`src/rtl/assert_macros.svh`:
```
// Assertion macros for the sliding window median RTL.
// Plain text header, no dependencies; included by the top level only.
`ifndef ASSERT_MACROS_SVH
`define ASSERT_MACROS_SVH

// Clocked check, masked while rst is high.
`define SWM_ASSERT(lbl, prop, msg) \
  lbl: assert property (@(posedge clk) disable iff (rst) prop) else $error(msg);

// Same check, also evaluated during reset.
`define SWM_ASSERT_ALWAYS(lbl, prop, msg) \
  lbl: assert property (@(posedge clk) prop) else $error(msg);

`endif

```
`src/rtl/swm_pkg.sv`:
```
// Shared constants, types and helpers for the sliding window median.
// No dependencies; used by swm_cell, swm_readout and sliding_window_median.
package swm_pkg;

  localparam int WINDOW_MAX   = 64;
  localparam int SAMPLE_WIDTH = 16;
  localparam int IDX_W        = $clog2(WINDOW_MAX);
  localparam int CNT_W        = $clog2(WINDOW_MAX + 1);
  localparam int OUT_W        = SAMPLE_WIDTH + 1;
  localparam int CFG_W        = 7;
  localparam logic [CFG_W-1:0] WINDOW_RESET = CFG_W'(3);

  // What every cell sees from the controller.
  typedef struct packed {
    logic signed [SAMPLE_WIDTH-1:0] sample;
    logic signed [SAMPLE_WIDTH-1:0] old_val;
    logic                           remove;
    logic                           load;
  } bcast_t;

  // What a cell shows its neighbors.
  typedef struct packed {
    logic signed [SAMPLE_WIDTH-1:0] val;
    logic [IDX_W-1:0]               age;
    logic                           ge_o;   // at or past the removal slot
    logic                           gt_s;   // greater than the new sample
  } link_t;

  localparam link_t LEFT_END  = '{val: '0, age: '0, ge_o: 1'b0, gt_s: 1'b0};
  localparam link_t RIGHT_END = '{val: '0, age: '0, ge_o: 1'b1, gt_s: 1'b1};

  // Clamp the register to 1..WINDOW_MAX.
  function automatic logic [CNT_W-1:0] eff_window(input logic [CFG_W-1:0] ws);
    logic [CNT_W-1:0] k;
    begin
      if (ws == '0) begin
        k = CNT_W'(1);
      end else if (CNT_W'(ws) > CNT_W'(WINDOW_MAX)) begin
        k = CNT_W'(WINDOW_MAX);
      end else begin
        k = CNT_W'(ws);
      end
      return k;
    end
  endfunction

endpackage

```
`src/rtl/swm_cell.sv`:
```
// One slot of the sorted window: value plus age, shifts with neighbors.
// Depends on swm_pkg (bcast_t, link_t).
module swm_cell (
  input  logic           clk,
  input  swm_pkg::bcast_t bc,
  input  logic           vld,
  input  swm_pkg::link_t left,
  input  swm_pkg::link_t right,
  output swm_pkg::link_t me
);

  logic signed [swm_pkg::SAMPLE_WIDTH-1:0] val, val_next;
  logic [swm_pkg::IDX_W-1:0]               age, age_next;
  logic                                    is_r, past_r, right_past;

  always_comb begin
    me.val  = val;
    me.age  = age;
    me.gt_s = !vld || (val > bc.sample);
    me.ge_o = bc.remove && (!vld || (val >= bc.old_val));
    // first slot at or above the oldest value is the one that leaves
    is_r       = me.ge_o && !left.ge_o;
    past_r     = me.ge_o && left.ge_o;
    right_past = right.ge_o && me.ge_o;
    if (right_past && !right.gt_s) begin
      val_next = right.val;
      age_next = right.age + 1'b1;
    end else if (!is_r && (past_r == me.gt_s)) begin
      val_next = val;
      age_next = age + 1'b1;
    end else if (!left.ge_o && left.gt_s) begin
      val_next = left.val;
      age_next = left.age + 1'b1;
    end else begin
      val_next = bc.sample;
      age_next = '0;
    end
  end

  always_ff @(posedge clk) begin
    if (bc.load) begin
      val <= val_next;
      age <= age_next;
    end
  end

endmodule

```
`config.mk`:
```
export PLATFORM = sky130hd
export DESIGN_NAME = swm_cell
export DESIGN_NICKNAME = d
export VERILOG_FILES = /design/src/rtl/assert_macros.svh /design/src/rtl/swm_pkg.sv /design/src/rtl/swm_cell.sv
export SDC_FILE = /design/constraint.sdc
export NUM_CORES = 1
export LEC_CHECK = 0
export ABC_AREA = 1
export ABC_CLOCK_PERIOD_IN_PS = 3800
export BUFFER_PORTS_ARGS = -buffer_cell sky130_fd_sc_hd__buf_2
export CORE_ASPECT_RATIO = 1.2
export CORE_MARGIN = 4
export CORE_UTILIZATION = 30
export CTS_CLUSTER_DIAMETER = 40
export DETAILED_ROUTE_END_ITERATION = 10
export HOLD_SLACK_MARGIN = 0.06
export PLACE_DENSITY = 0.52
export SYNTH_ARGS = -nofsm -noshare
export SYNTH_HDL_FRONTEND = slang
export SYNTH_SLANG_ARGS = --single-unit
```
`constraint.sdc`:
```
create_clock -name clk -period 3.8 [get_ports clk]
set_input_delay 0.76 -clock clk [delete_from_list [all_inputs] [get_ports clk]]
set_output_delay 0.76 -clock clk [all_outputs]
set_load 0.03 [all_outputs]
```
==> results.rst <==
.. list-table::
   :header-rows: 1

   * - Metric
     - Value
   * - Worst-margin pin slew
     - 0.686 ns
   * - Max Cap Viol
     - 0
   * - VDD IR-drop max
     - 149 uV
   * - Minimum clock period after layout
     - 3.07 ns
   * - Biggest area consumer among synthesized cells
     - sky130_fd_sc_hd__edfxtp_1
   * - Top achievable clock speed
     - 326 MHz
   * - Global route overflow
     - 0
   * - Io pins
     - 108
   * - Yosys top cell area share
     - 0.278
   * - Type of origin of the critical path
     - primary input
   * - Largest net degree at the start of global routing
     - 23
   * - Post_cts resized
     - 0
   * - Average instance area after synthesis
     - 7.09 sq um
   * - Number of antenna violations at the first check in global routing
     - 0
   * - Number of nets with antenna violations after routing
     - 0
   * - Period utilization
     - 0.808
   * - Number of setup violations in the final report
     - 0
   * - Cts bufs inserted
     - 3
   * - Proportion of power drawn by combinational gates
     - 0.418
   * - Total routing resource utilization after global routing
     - 0.142
   * - Floorplan core area
     - 0.00771 sq mm
   * - Number of hold buffers added after cts
     - 0
   * - Final WL
     - 6580 um
   * - Power density of the placed cells
     - 314 mW/mm^2
   * - H-tree depth
     - 1
   * - Part of the Yosys area used for sequential elements
     - 0.278
   * - Switching part of the total
     - 0.376
   * - Final weighted congestion in routability-driven placement
     - 0.788
   * - Arrival time at the worst endpoint
     - 2.31 ns
   * - Total number of clock tree sinks
     - 22
   * - Post-CTS setup buffer count
     - 0
   * - Share of total power in the clock network
     - 0.235
   * - Die boundary width
     - 89.2 um
   * - Number of remaining DRC errors
     - 0
   * - Total via count after detailed routing
     - 2460
   * - Layout cell share with drive strength beyond 1
     - 0.300
   * - Die Y
     - 105 um
   * - Switching power
     - 364 uW
   * - Wire length of the first global-routing pass
     - 10800 um
   * - Distinct cells, synth
     - 32
   * - Critical-path maximum fanout
     - 3
   * - Clock latency on the worst-skew pair
     - 0.27 ns
   * - Number of nets at the end of the flow
     - 563
   * - Syn Nets
     - 454
   * - Detailed placement HPWL
     - 5650 um
   * - Area Growth Syn to Fin
     - 30.0%
   * - Count of warnings emitted by yosys
     - 0
   * - Static leakage
     - 1.75 nW
   * - Floorplan die area
     - 0.00941 sq mm
   * - Post-route setup slack
     - 0.731 ns
   * - Reg power frac
     - 0.347
   * - Tightest slew margin relative to the limit
     - 0.542
   * - Worst setup skew after layout
     - 0.00267 ns
   * - Leading cell types in the layout, fill and taps excluded
     - sky130_fd_sc_hd__buf_2 (107), sky130_fd_sc_hd__nand2_1 (98), sky130_fd_sc_hd__inv_1 (50), sky130_fd_sc_hd__ha_1 (35), sky130_fd_sc_hd__nor2_1 (32)
   * - Average wire length per cell after detail routing
     - 12.3 um
   * - Type of the worst min-delay path
     - reg -> reg
   * - Initial Util
     - 0.308
   * - Most common library cell in the layout ignoring fill and taps
     - sky130_fd_sc_hd__buf_2
   * - First-pass DRT Iterations
     - 4
   * - Placement Setup Slack
     - 0.747 ns
   * - Run status
     - finished clean
   * - Crit path capture type
     - output pin
   * - Internal Power
     - 605 uW
   * - Vias/cell
     - 4.60
   * - Core Rows
     - 35
   * - Cell chosen for the clock root
     - sky130_fd_sc_hd__clkbuf_8
   * - 1st-iter DRT viols
     - 102
   * - TritonCTS clock tree
     - yes
   * - Clock-pin slew reported for the worst setup and hold paths after clock tree synthesis
     - 0.09 ns
   * - Number of global-route vias before repair
     - 2395
   * - Diodes inserted
     - 0
   * - RSZ-0062 raised after global routing
     - false
   * - Number of buffers on the longest clock path
     - 2
   * - Final-report max-slew violation count
     - 0
   * - Synthesis-stage register bit count
     - 22
   * - Post-Syn Instances
     - 335
   * - Summed negative setup slack over all endpoints
     - 0 ns
   * - Top post-synthesis cells by area
     - sky130_fd_sc_hd__edfxtp_1 (28%), sky130_fd_sc_hd__ha_1 (18%), sky130_fd_sc_hd__nand2_1 (15%), sky130_fd_sc_hd__inv_1 (7.9%), sky130_fd_sc_hd__nand3_1 (5.3%)
   * - Mapped cell area
     - 0.00237 sq mm
   * - Required time worst endpoint
     - 3.04 ns
   * - Count of input and output buffers
     - 107
   * - Final Hold Fails
     - 0
   * - Crit Path Class
     - in -> out
[worst max-delay path: stages]
cell                       delay [ns]
sky130_fd_sc_hd__buf_2           0.07
sky130_fd_sc_hd__inv_1           0.03
sky130_fd_sc_hd__ha_1            0.31
sky130_fd_sc_hd__nand2_1         0.11
sky130_fd_sc_hd__o21bai_1        0.11
sky130_fd_sc_hd__nand2_1         0.06
sky130_fd_sc_hd__a21oi_1         0.20
sky130_fd_sc_hd__nand3_1         0.11
sky130_fd_sc_hd__nand2_1         0.08
sky130_fd_sc_hd__nor2_1          0.06
sky130_fd_sc_hd__nor2_4          0.18
sky130_fd_sc_hd__buf_2           0.23
[registers in the layout, summed over array words and instances, names as in the netlist]
name  count
val      16
age       6
[cell families after synthesis]
group,share of synthesized area
xor gates and xnor gates,0.0221
DFF,0.278
adders and majority gates,0.185
and+or+nand+nor,0.313
AOI/OAI and AO/OA,0.0949
buffers and inverters,0.108
[layout make-up]
class | instances | area, sq um
clock buffer | 3 | 41.3
sequential | 22 | 661
fill | 852 | 4620
inverter | 56 | 211
timing repair buffer | 111 | 566
tap | 92 | 115
multi-input combinational | 250 | 1460
clock inverter | 1 | 30.0
[per-layer routing]
| metal | track usage | share of wire | vias up |
|---|---|---|---|
| li1 | - | - | 1310 |
| met2 | 0.258 | 0.51 | 66 |
| met3 | 0.00860 | 0.052 | 8 |
| met1 | 0.176 | 0.42 | 1076 |
| met5 | 0 | 0 | - |
| met4 | 0.0394 | 0.017 | 0 |
[metrics by stage]
step / util / total power [mW] / cell area, sq um / hold WS [ns] / instances
floorplan: - / 0.612 / 2370 / 0.855 / 335
global placement: 0.391 / 0.749 / 3010 / 0.704 / 531
detailed placement: 0.391 / 0.754 / 3010 / 0.706 / 531
CTS: 0.400 / 0.980 / 3090 / 0.734 / 535
global route: 0.400 / 1.04 / 3090 / 0.783 / 535
finish: 0.400 / 0.969 / 3090 / 0.715 / 535
[worst paths after layout]
kind | end | start | depth (start not counted) | slack [ns]
setup reg to reg | val[15] | val[15] | 12 | 1.22
setup / recovery | me[1] | bc[17] | 12 | 0.73
hold reg to reg | age[5] | age[5] | 4 | 0.71
hold / removal | age[5] | age[5] | 4 | 0.71
[synth_stat cells]
cell type and count:
sky130_fd_sc_hd__inv_2 4, sky130_fd_sc_hd__ha_1 35, sky130_fd_sc_hd__clkinv_1 1, sky130_fd_sc_hd__a21oi_1 13
sky130_fd_sc_hd__nand2_2 4, sky130_fd_sc_hd__nor3_2 1, sky130_fd_sc_hd__clkinv_2 1, sky130_fd_sc_hd__nand4_1 2
sky130_fd_sc_hd__nor2_1 32, sky130_fd_sc_hd__nor2_2 1, sky130_fd_sc_hd__inv_1 50, sky130_fd_sc_hd__nand3_4 1
sky130_fd_sc_hd__buf_2 2, sky130_fd_sc_hd__nand3_1 25, sky130_fd_sc_hd__edfxtp_1 22, sky130_fd_sc_hd__o21ai_0 3
sky130_fd_sc_hd__nor2_4 1, sky130_fd_sc_hd__a21boi_1 1, sky130_fd_sc_hd__o21a_1 1, sky130_fd_sc_hd__o21bai_1 2
sky130_fd_sc_hd__clkbuf_1 2, sky130_fd_sc_hd__a31oi_1 16, sky130_fd_sc_hd__a21o_1 2, sky130_fd_sc_hd__or2_2 2
sky130_fd_sc_hd__or2_0 1, sky130_fd_sc_hd__nand2_1 98, sky130_fd_sc_hd__xor2_1 4, sky130_fd_sc_hd__nor3_1 1
sky130_fd_sc_hd__xnor2_1 2, sky130_fd_sc_hd__buf_6 1, sky130_fd_sc_hd__nand2_4 2, sky130_fd_sc_hd__buf_4 2
[power by group through the flow]
stage	clock (mW)	combinational, mW	sequential, mW
after floorplan	0	0.217	0.395
after global placement	0	0.406	0.343
after detailed placement	0	0.411	0.343
after CTS	0.231	0.412	0.337
after global routing	0.238	0.462	0.341
final	0.228	0.406	0.336
Power figures use the tool's default switching activity.
